**src/sv/ssd_pkg.sv**
```systemverilog
// shared types and constants for the descending shaker sort block
// used by the controller, the datapath and the top level

package ssd_pkg;

  localparam int unsigned SSD_DEPTH  = 64;
  localparam int unsigned SSD_DATA_W = 32;

  typedef enum logic [3:0] {
    ST_IDLE,
    ST_INIT,
    ST_CHECK,
    ST_FSTART,
    ST_FRUN,
    ST_FEND,
    ST_BSTART,
    ST_BRUN,
    ST_BEND,
    ST_ERD,
    ST_ELD
  } state_e;

  // what goes into the store on a write
  typedef enum logic [1:0] {
    WSEL_INPUT,
    WSEL_MAX,
    WSEL_MIN,
    WSEL_CARRY
  } wsel_e;

  // what the carry register takes
  typedef enum logic [1:0] {
    CSEL_HOLD,
    CSEL_READ,
    CSEL_MAX,
    CSEL_MIN
  } csel_e;

  typedef struct packed {
    logic  in_store;
    logic  wr_en;
    wsel_e wr_sel;
    logic  rd_en;
    csel_e carry_sel;
    logic  out_load;
    logic  out_last;
    logic  set_clr;
  } cmd_t;

endpackage

```
**src/sv/ssd_ram.sv**
```systemverilog
// generic single write port, single read port ram with registered read
// no dependencies

module ssd_ram #(
  parameter int unsigned WIDTH = 32,
  parameter int unsigned DEPTH = 64
) (
  input  logic                     clk_i,
  input  logic                     we_i,
  input  logic [$clog2(DEPTH)-1:0] waddr_i,
  input  logic [WIDTH-1:0]         wdata_i,
  input  logic                     re_i,
  input  logic [$clog2(DEPTH)-1:0] raddr_i,
  output logic [WIDTH-1:0]         rdata_o
);

  logic [WIDTH-1:0] mem_q [DEPTH];

  always_ff @(posedge clk_i) begin
    if (we_i) begin
      mem_q[waddr_i] <= wdata_i;
    end
    if (re_i) begin
      rdata_o <= mem_q[raddr_i];
    end
  end

endmodule

```
**src/sv/ssd_datapath.sv**
```systemverilog
// datapath: element store, carry register with compare, fill count and output register
// depends on ssd_pkg and ssd_ram

module ssd_datapath #(
  parameter int unsigned DEPTH  = ssd_pkg::SSD_DEPTH,
  parameter int unsigned DATA_W = ssd_pkg::SSD_DATA_W
) (
  input  logic                       clk_i,
  input  logic                       rst_ni,
  input  ssd_pkg::cmd_t              cmd_i,
  input  logic [$clog2(DEPTH)-1:0]   wr_addr_i,
  input  logic [$clog2(DEPTH)-1:0]   rd_addr_i,
  input  logic [DATA_W-1:0]          in_value_i,
  output logic [$clog2(DEPTH+1)-1:0] count_o,
  output logic                       out_free_o,
  output logic                       out_valid_o,
  input  logic                       out_ready_i,
  output logic [DATA_W-1:0]          out_value_o,
  output logic                       out_last_o,
  output logic                       out_ovf_o
);
  import ssd_pkg::*;

  localparam int unsigned AW = $clog2(DEPTH);
  localparam int unsigned CW = $clog2(DEPTH + 1);

  logic [CW-1:0]     count_q, count_d;
  logic              dropped_q, dropped_d;
  logic [DATA_W-1:0] carry_q, carry_d;
  logic              out_valid_q, out_valid_d;
  logic [DATA_W-1:0] out_value_q;
  logic              out_last_q, out_ovf_q;

  logic              full;
  logic              we;
  logic [AW-1:0]     waddr;
  logic [DATA_W-1:0] wdata;
  logic [DATA_W-1:0] rdata;
  logic              rd_gt;
  logic [DATA_W-1:0] big, little;

  assign full   = (count_q == CW'(DEPTH));
  assign rd_gt  = $signed(rdata) > $signed(carry_q);
  assign big    = rd_gt ? rdata : carry_q;
  assign little = rd_gt ? carry_q : rdata;

  always_comb begin
    we    = cmd_i.wr_en;
    waddr = wr_addr_i;
    unique case (cmd_i.wr_sel)
      WSEL_INPUT: wdata = in_value_i;
      WSEL_MAX:   wdata = big;
      WSEL_MIN:   wdata = little;
      default:    wdata = carry_q;
    endcase
    if (cmd_i.in_store) begin
      we    = !full;
      waddr = count_q[AW-1:0];
      wdata = in_value_i;
    end
  end

  ssd_ram #(
    .WIDTH(DATA_W),
    .DEPTH(DEPTH)
  ) u_ram (
    .clk_i  (clk_i),
    .we_i   (we),
    .waddr_i(waddr),
    .wdata_i(wdata),
    .re_i   (cmd_i.rd_en),
    .raddr_i(rd_addr_i),
    .rdata_o(rdata)
  );

  always_comb begin
    count_d   = count_q;
    dropped_d = dropped_q;
    if (cmd_i.in_store) begin
      if (full) begin
        dropped_d = 1'b1;
      end else begin
        count_d = count_q + CW'(1);
      end
    end
    if (cmd_i.set_clr) begin
      count_d   = '0;
      dropped_d = 1'b0;
    end
  end

  always_comb begin
    unique case (cmd_i.carry_sel)
      CSEL_READ: carry_d = rdata;
      CSEL_MAX:  carry_d = big;
      CSEL_MIN:  carry_d = little;
      default:   carry_d = carry_q;
    endcase
  end

  always_comb begin
    out_valid_d = out_valid_q;
    if (out_ready_i) begin
      out_valid_d = 1'b0;
    end
    if (cmd_i.out_load) begin
      out_valid_d = 1'b1;
    end
  end

  always_ff @(posedge clk_i or negedge rst_ni) begin
    if (!rst_ni) begin
      count_q     <= '0;
      dropped_q   <= 1'b0;
      out_valid_q <= 1'b0;
    end else begin
      count_q     <= count_d;
      dropped_q   <= dropped_d;
      out_valid_q <= out_valid_d;
    end
  end

  always_ff @(posedge clk_i) begin
    carry_q <= carry_d;
    if (cmd_i.out_load) begin
      out_value_q <= rdata;
      out_last_q  <= cmd_i.out_last;
      out_ovf_q   <= dropped_q;
    end
  end

  assign count_o     = count_q;
  assign out_free_o  = !out_valid_q || out_ready_i;
  assign out_valid_o = out_valid_q;
  assign out_value_o = out_value_q;
  assign out_last_o  = out_last_q;
  assign out_ovf_o   = out_ovf_q;

endmodule

```
**src/sv/ssd_ctrl.sv**
```systemverilog
// controller: load, forward and backward bubble passes, and emit sequencing
// depends on ssd_pkg

module ssd_ctrl #(
  parameter int unsigned DEPTH = ssd_pkg::SSD_DEPTH
) (
  input  logic                       clk_i,
  input  logic                       rst_ni,
  input  logic                       in_valid_i,
  input  logic                       in_last_i,
  output logic                       in_ready_o,
  input  logic [$clog2(DEPTH+1)-1:0] count_i,
  input  logic                       out_free_i,
  output ssd_pkg::cmd_t              cmd_o,
  output logic [$clog2(DEPTH)-1:0]   wr_addr_o,
  output logic [$clog2(DEPTH)-1:0]   rd_addr_o
);
  import ssd_pkg::*;

  localparam int unsigned AW = $clog2(DEPTH);
  localparam int unsigned CW = $clog2(DEPTH + 1);

  state_e        state_q, state_d;
  logic [AW-1:0] lo_q, lo_d;
  logic [AW-1:0] hi_q, hi_d;
  logic [AW-1:0] ptr_q, ptr_d;
  logic [AW-1:0] k_q, k_d;
  logic [CW-1:0] cnt_m1;
  logic          in_fire;
  logic          k_last;

  assign cnt_m1  = count_i - CW'(1);
  assign in_fire = in_valid_i && (state_q == ST_IDLE);
  assign k_last  = ((CW'(k_q) + CW'(1)) == count_i);

  // next state
  always_comb begin
    state_d = state_q;
    unique case (state_q)
      ST_IDLE:   if (in_fire && in_last_i) state_d = ST_INIT;
      ST_INIT:   state_d = ST_CHECK;
      ST_CHECK:  state_d = (lo_q < hi_q) ? ST_FSTART : ST_ERD;
      ST_FSTART: state_d = ST_FRUN;
      ST_FRUN:   if (ptr_q == hi_q) state_d = ST_FEND;
      ST_FEND:   state_d = ST_BSTART;
      ST_BSTART: state_d = ST_BRUN;
      ST_BRUN:   if (ptr_q == lo_q) state_d = ST_BEND;
      ST_BEND:   state_d = ST_CHECK;
      ST_ERD:    if (out_free_i) state_d = ST_ELD;
      ST_ELD:    state_d = k_last ? ST_IDLE : ST_ERD;
      default:   state_d = ST_IDLE;
    endcase
  end

  // outputs
  always_comb begin
    cmd_o      = '{in_store: 1'b0, wr_en: 1'b0, wr_sel: WSEL_INPUT, rd_en: 1'b0,
                   carry_sel: CSEL_HOLD, out_load: 1'b0, out_last: 1'b0, set_clr: 1'b0};
    wr_addr_o  = ptr_q;
    rd_addr_o  = ptr_q;
    in_ready_o = 1'b0;
    unique case (state_q)
      ST_IDLE: begin
        in_ready_o     = 1'b1;
        cmd_o.in_store = in_fire;
      end
      ST_FSTART: begin
        cmd_o.rd_en = 1'b1;
        rd_addr_o   = lo_q;
      end
      ST_FRUN: begin
        if (ptr_q == lo_q) begin
          cmd_o.carry_sel = CSEL_READ;
        end else begin
          cmd_o.wr_en     = 1'b1;
          cmd_o.wr_sel    = WSEL_MAX;
          wr_addr_o       = ptr_q - AW'(1);
          cmd_o.carry_sel = CSEL_MIN;
        end
        if (ptr_q != hi_q) begin
          cmd_o.rd_en = 1'b1;
          rd_addr_o   = ptr_q + AW'(1);
        end
      end
      ST_FEND: begin
        cmd_o.wr_en  = 1'b1;
        cmd_o.wr_sel = WSEL_CARRY;
        wr_addr_o    = hi_q;
      end
      ST_BSTART: begin
        cmd_o.rd_en = 1'b1;
        rd_addr_o   = hi_q;
      end
      ST_BRUN: begin
        if (ptr_q == hi_q) begin
          cmd_o.carry_sel = CSEL_READ;
        end else begin
          cmd_o.wr_en     = 1'b1;
          cmd_o.wr_sel    = WSEL_MIN;
          wr_addr_o       = ptr_q + AW'(1);
          cmd_o.carry_sel = CSEL_MAX;
        end
        if (ptr_q != lo_q) begin
          cmd_o.rd_en = 1'b1;
          rd_addr_o   = ptr_q - AW'(1);
        end
      end
      ST_BEND: begin
        cmd_o.wr_en  = 1'b1;
        cmd_o.wr_sel = WSEL_CARRY;
        wr_addr_o    = lo_q;
      end
      ST_ERD: begin
        cmd_o.rd_en = out_free_i;
        rd_addr_o   = k_q;
      end
      ST_ELD: begin
        cmd_o.out_load = 1'b1;
        cmd_o.out_last = k_last;
        cmd_o.set_clr  = k_last;
      end
      default: begin
      end
    endcase
  end

  // bound, pointer and emit index updates
  always_comb begin
    lo_d  = lo_q;
    hi_d  = hi_q;
    ptr_d = ptr_q;
    k_d   = k_q;
    unique case (state_q)
      ST_INIT: begin
        lo_d = '0;
        hi_d = cnt_m1[AW-1:0];
      end
      ST_CHECK:  k_d = '0;
      ST_FSTART: ptr_d = lo_q;
      ST_FRUN:   if (ptr_q != hi_q) ptr_d = ptr_q + AW'(1);
      ST_FEND:   hi_d = hi_q - AW'(1);
      ST_BSTART: ptr_d = hi_q;
      ST_BRUN:   if (ptr_q != lo_q) ptr_d = ptr_q - AW'(1);
      ST_BEND:   lo_d = lo_q + AW'(1);
      ST_ELD:    if (!k_last) k_d = k_q + AW'(1);
      default: begin
      end
    endcase
  end

  always_ff @(posedge clk_i or negedge rst_ni) begin
    if (!rst_ni) begin
      state_q <= ST_IDLE;
      lo_q    <= '0;
      hi_q    <= '0;
      ptr_q   <= '0;
      k_q     <= '0;
    end else begin
      state_q <= state_d;
      lo_q    <= lo_d;
      hi_q    <= hi_d;
      ptr_q   <= ptr_d;
      k_q     <= k_d;
    end
  end

endmodule

```
**src/sv/shaker_sort_descending_core.sv**
```systemverilog
// top level of the descending cocktail shaker sort block
// depends on ssd_pkg, ssd_ctrl, ssd_datapath and ssd_ram
//
// channel   dir  tdata          tlast     tuser
// s_axis    in   value[31:0]    last      -
// m_axis    out  sorted[31:0]   last_out  overflow
//
// loading accepts one request per cycle while idle; tready drops after the last one
// each result needs a store read, then the output register load
// a stalled output holds the register and pauses the emit sequence; no items are lost
// reset clears control state; the store holds stale data that is never read

module shaker_sort_descending_core #(
  parameter int unsigned DEPTH = ssd_pkg::SSD_DEPTH
) (
  input  logic                          clk_i,
  input  logic                          rst_ni,
  input  logic                          s_axis_tvalid,
  output logic                          s_axis_tready,
  input  logic [ssd_pkg::SSD_DATA_W-1:0] s_axis_tdata,  // value
  input  logic                          s_axis_tlast,
  output logic                          m_axis_tvalid,
  input  logic                          m_axis_tready,
  output logic [ssd_pkg::SSD_DATA_W-1:0] m_axis_tdata,  // sorted_value
  output logic                          m_axis_tlast,
  output logic                          m_axis_tuser   // overflow
);
  import ssd_pkg::*;

  localparam int unsigned AW = $clog2(DEPTH);
  localparam int unsigned CW = $clog2(DEPTH + 1);

  cmd_t          cmd;
  logic [AW-1:0] wr_addr;
  logic [AW-1:0] rd_addr;
  logic [CW-1:0] count;
  logic          out_free;

  ssd_ctrl #(
    .DEPTH(DEPTH)
  ) u_ctrl (
    .clk_i     (clk_i),
    .rst_ni    (rst_ni),
    .in_valid_i(s_axis_tvalid),
    .in_last_i (s_axis_tlast),
    .in_ready_o(s_axis_tready),
    .count_i   (count),
    .out_free_i(out_free),
    .cmd_o     (cmd),
    .wr_addr_o (wr_addr),
    .rd_addr_o (rd_addr)
  );

  ssd_datapath #(
    .DEPTH (DEPTH),
    .DATA_W(SSD_DATA_W)
  ) u_dp (
    .clk_i      (clk_i),
    .rst_ni     (rst_ni),
    .cmd_i      (cmd),
    .wr_addr_i  (wr_addr),
    .rd_addr_i  (rd_addr),
    .in_value_i (s_axis_tdata),
    .count_o    (count),
    .out_free_o (out_free),
    .out_valid_o(m_axis_tvalid),
    .out_ready_i(m_axis_tready),
    .out_value_o(m_axis_tdata),
    .out_last_o (m_axis_tlast),
    .out_ovf_o  (m_axis_tuser)
  );

endmodule

```
**config.mk**
```make
export PLATFORM = sky130hd
export DESIGN_NAME = shaker_sort_descending_core
export DESIGN_NICKNAME = d
export VERILOG_FILES = /design/src/sv/ssd_pkg.sv /design/src/sv/ssd_ram.sv /design/src/sv/ssd_datapath.sv /design/src/sv/ssd_ctrl.sv /design/src/sv/shaker_sort_descending_core.sv
export SDC_FILE = /design/constraint.sdc
export NUM_CORES = 2
export LEC_CHECK = 0
export ABC_AREA = 1
export BUFFER_PORTS_ARGS = -buffer_cell sky130_fd_sc_hd__buf_2
export CORE_ASPECT_RATIO = 0.8
export CORE_MARGIN = 8
export CORE_UTILIZATION = 30
export CTS_BUF_LIST = sky130_fd_sc_hd__clkbuf_16
export CTS_CLUSTER_SIZE = 20
export DETAILED_ROUTE_END_ITERATION = 8
export GPL_TIMING_DRIVEN = 1
export PLACE_DENSITY = 0.42
export SYNTH_ARGS = -nofsm -noshare
export SYNTH_HDL_FRONTEND = slang
export SYNTH_HIERARCHICAL = 1
export SYNTH_SLANG_ARGS = --single-unit
```
**constraint.sdc**
```tcl
create_clock -name clk_i -period 9.3 [get_ports clk_i]
set_clock_uncertainty 0.15 [all_clocks]
set_input_delay 0.465 -clock clk_i [delete_from_list [all_inputs] [get_ports clk_i]]
set_output_delay 0.465 -clock clk_i [all_outputs]
set_load 0.02 [all_outputs]
```
==> impl_results.md <==
- Run status: complete, no violations
- Largest net degree at the start of global routing: 224
- Crit path largest cell delay: 0.71 ns
- Count of final setup violators: 0
- Crit Path Max Fanout: 223
- Width of the chip: 637 microns
- Cells along the critical path: inv_2 > nand2_1 > nand2_1 > a21oi_2 > nand3_2 > xor2_1 > nor2_1 > nor2_1 > nand3_4 > inv_16 > buf_4 > buf_4 > nand2_1 > nand3_1 > nand3_1 > nand3_1 > nand3_1 > nand2_1 > nand2_1 > nand2_1
- Combinational family with the most area after synthesis: simple AND/OR/NAND/NOR gates
- Initial detailed-routing violation count: 6640
- Antenna violations before repair: 13
- Setup tns final: 0 ns
- Data arrival, critical path: 6.56 ns
- CTS H-Tree Depth: 4
- Yosys Warn Count: 6
- Synth top area share: 0.696
- Vias per inst: 5.16
- Clock Sink Count: 2183
- Number of top-level design ports: 73
- Net Count, Synth: 8247
- Post-Place Worst Slack: 3.40 ns
- Startpoint kind of the worst setup timing path: register
- Cell accounting for the most synthesized area: sky130_fd_sc_hd__edfxtp_1
- Worst reg2reg setup slack: 3.34 ns
- TritonCTS buffer count: 237
- Number of fillers in the final layout: 30300
- Critical path endpoint category: register
- Remaining global-route overflow: 0
- TritonCTS clock tree: built
- Final WS setup: 3.34 ns
- Share of cells above drive strength 1: 0.0807
- Nets: 8189
- Setup repair after global routing missed its margin: false
- Routed wire length per instance: 26.1 microns
- Multiplexer share of the synthesized area: 0
- Clock latency at the later pin of the worst-skew pair: 0.90 ns
- Total number of placement rows: 182
- Vias after detailed routing: 63800
- Combined area of all synthesized cells: 0.0926 sq mm
- Final-report hold violation count: 0
- Simple logic cell fraction of the synthesized area: 0.239
- Most common cell after layout, fill and taps aside: sky130_fd_sc_hd__nand2_1
- Worst-margin pin slew: 1.36 ns
- Finished layout cell area: 0.104 sq mm
- Number of global-route vias before repair: 59600
- Worst setup path startpoint: u_ctrl/ptr_q[4]
- Routability-driven placement congestion ratio: 0.831
- First-pass GRT wire length: 458 mm
- Count of unique library cells instantiated by Yosys: 49
- All-Layer GR Usage: 0.190
- Path depth of the worst reg2reg path: 20
- Fraction of the core area covered by cells at the end of the flow: 0.340
- Y dimension of the die: 513 microns
- Top post-synthesis cells by area: sky130_fd_sc_hd__edfxtp_1 70%, sky130_fd_sc_hd__nand3_1 11%, sky130_fd_sc_hd__nand2_1 11%, sky130_fd_sc_hd__buf_2 1.6%, sky130_fd_sc_hd__dfrtp_1 1.0%
- Floorplan core area: 0.307 sq mm
- Max-slew headroom at the worst pin: 0.0914
- Number of buffer cells added on primary ports: 72
- Cell type of the slowest stage on the worst timing path: sky130_fd_sc_hd__inv_16
- Maximum clock frequency: 168 MHz
- DRC violations left: 0
- Detailed-router iteration count before antenna repair: 5
- Share of the clock period used by the worst path after layout: 0.641
- Post-CTS Setup Inserts: 0
- Cell repeated most along the worst path: sky130_fd_sc_hd__nand2_1
- End of the worst register-to-register path: u_dp/u_ram/rdata_o[25]
- Crit path kind: reg2reg
- Post-synthesis xor/xnor area fraction: 0.00180
- Starting density of the core: 0.301
- Instance area after placement: 0.0972 sq mm
- Portion of the post-synthesis area used by sequential elements: 0.706
- Max-cap violations: 0
- Worst min path class: in2async
- Sum of net half-perimeters after detailed placement: 169 mm
- Gate count after technology mapping: 8166
- Aggregate routed wire length: 323 mm
- Synth-to-Final Area Change: 12.8%
- Post-route ant nets: 0
- Worst path required time: 9.89 ns
- Shortest period the worst path allows: 5.96 ns
- Clock Root Buffer: sky130_fd_sc_hd__clkbuf_16
- Worst setup path endpoint: u_dp/u_ram/rdata_o[25]
- CTS Buffer Depth: 4
- Post-CTS clock slew at the launch and capture registers of the worst setup and hold paths: 0.06 ns
- Avg Cell Area, Syn: 11.3 sq um
- Pins over their slew limit: 0
- Most frequent cells in the layout: 2711 x sky130_fd_sc_hd__nand2_1, 2146 x sky130_fd_sc_hd__edfxtp_1, 2065 x sky130_fd_sc_hd__nand3_1
- Synthesized-area fraction occupied by adder cells: 0.00595
- Full die area: 0.327 sq mm
- Compound-Gate Fraction of Synth Area: 0.0107
- Start of the worst register-to-register path: u_ctrl/ptr_q[4]
- Seq cells post-synth: 2183
==> worst max-delay path, delay by kind of cell (launching register included) <==
family | cells | cell delay [ns]
buffers and inverters | 4 | 2.03
AOI/OAI and AO/OA | 1 | 0.22
xor gates and xnor gates | 1 | 0.24
DFF | 1 | 0.60
and+or+nand+nor | 14 | 2.12
==> sequential cells by signal, summed over array words and instances, names as in the netlist <==
register,count
u_dp/out_last_o,1
u_dp/count_o,7
u_dp/dropped_q,1
u_ctrl/k_q,6
u_dp/out_valid_o,1
u_ctrl/ptr_q,6
u_ctrl/state_q,4
u_dp/u_ram/mem_q,2048
u_ctrl/hi_q,6
u_ctrl/lo_q,6
u_dp/carry_q,32
u_dp/out_ovf_o,1
u_dp/out_value_o,32
u_dp/u_ram/rdata_o,32
==> kinds of logic after synthesis <==
kind of cell,count (synthesis)
AO/OA/AOI/OAI,166
XOR/XNOR,19
adder cells (fa/ha/maj),44
buffers and inverters,683
flip-flops,2183
AND/OR/NAND/NOR,5071
==> Yosys cell counts, drive strengths merged <==
library cell / number
o211ai: 34
clkinv: 1
xor2: 17
dfrtp: 37
and3: 1
nand3b: 6
o21bai: 2
nor3b: 1
nand2: 2752
nand4: 88
nor3: 5
or2: 3
o21ai: 48
nor4: 10
buf: 420
clkbuf: 101
a211oi: 2
ha: 44
nand3: 2071
o21a: 5
a21oi: 68
edfxtp: 2146
nor2: 134
xnor2: 2
o22ai: 2
a31oi: 3
a21o: 1
inv: 161
a22o: 1
==> cell type report <==
class                   count  area, sq um  area share
clock buffers             241         6030      0.0578
well taps                4048         5060      0.0485
flip-flops and latches   2183        65400       0.626
multi-input cells        5300        24400       0.234
clock inverters           177         1040     0.00999
repair buffers            224         1790      0.0171
diodes                     20         50.0    0.000479
inverters                 162          644     0.00617
==> per-layer routing <==
metal / vias to the layer above / global-route usage / wire length [microns]
met2: 2286 / 0.268 / 133000
li1: 28800 / - / -
met3: 379 / 0.0285 / 23000
met1: 32400 / 0.302 / 159000
met4: 0 / 0.0430 / 7180
met5: - / 0 / 0
==> how the worst min path moves through the flow <==
stage                               from         endpoint  cells after the start
final                             rst_ni   u_ctrl/hi_q[1]                      2
after global routing              rst_ni  u_dp/count_o[0]                      2
after CTS                         rst_ni  u_dp/count_o[0]                      2
after detailed placement  u_dp/dropped_q   u_dp/out_ovf_o                      0
after global placement    u_dp/dropped_q   u_dp/out_ovf_o                      0
after floorplan                   rst_ni   u_ctrl/hi_q[0]                      0
==> per-stage QoR <==
step / std cells / hold WS (ns)
6_report: 12400 / 0.189
2_1_floorplan: 8166 / 0.0194
3_3_place_gp: 11900 / 0.298
3_5_place_dp: 11900 / 0.294
4_1_cts: 12300 / 0.178
5_1_grt: 12300 / 0.270
==> what timing repair did <==
action,4_1_cts,5_1_grt
hold buffers,5,0
resized for setup,0,0
endpoints found under the hold margin,43,0
Power is left out: the tool's default activity adds up to more than one toggle a clock period on the data nets, which glitch-free logic cannot reach.
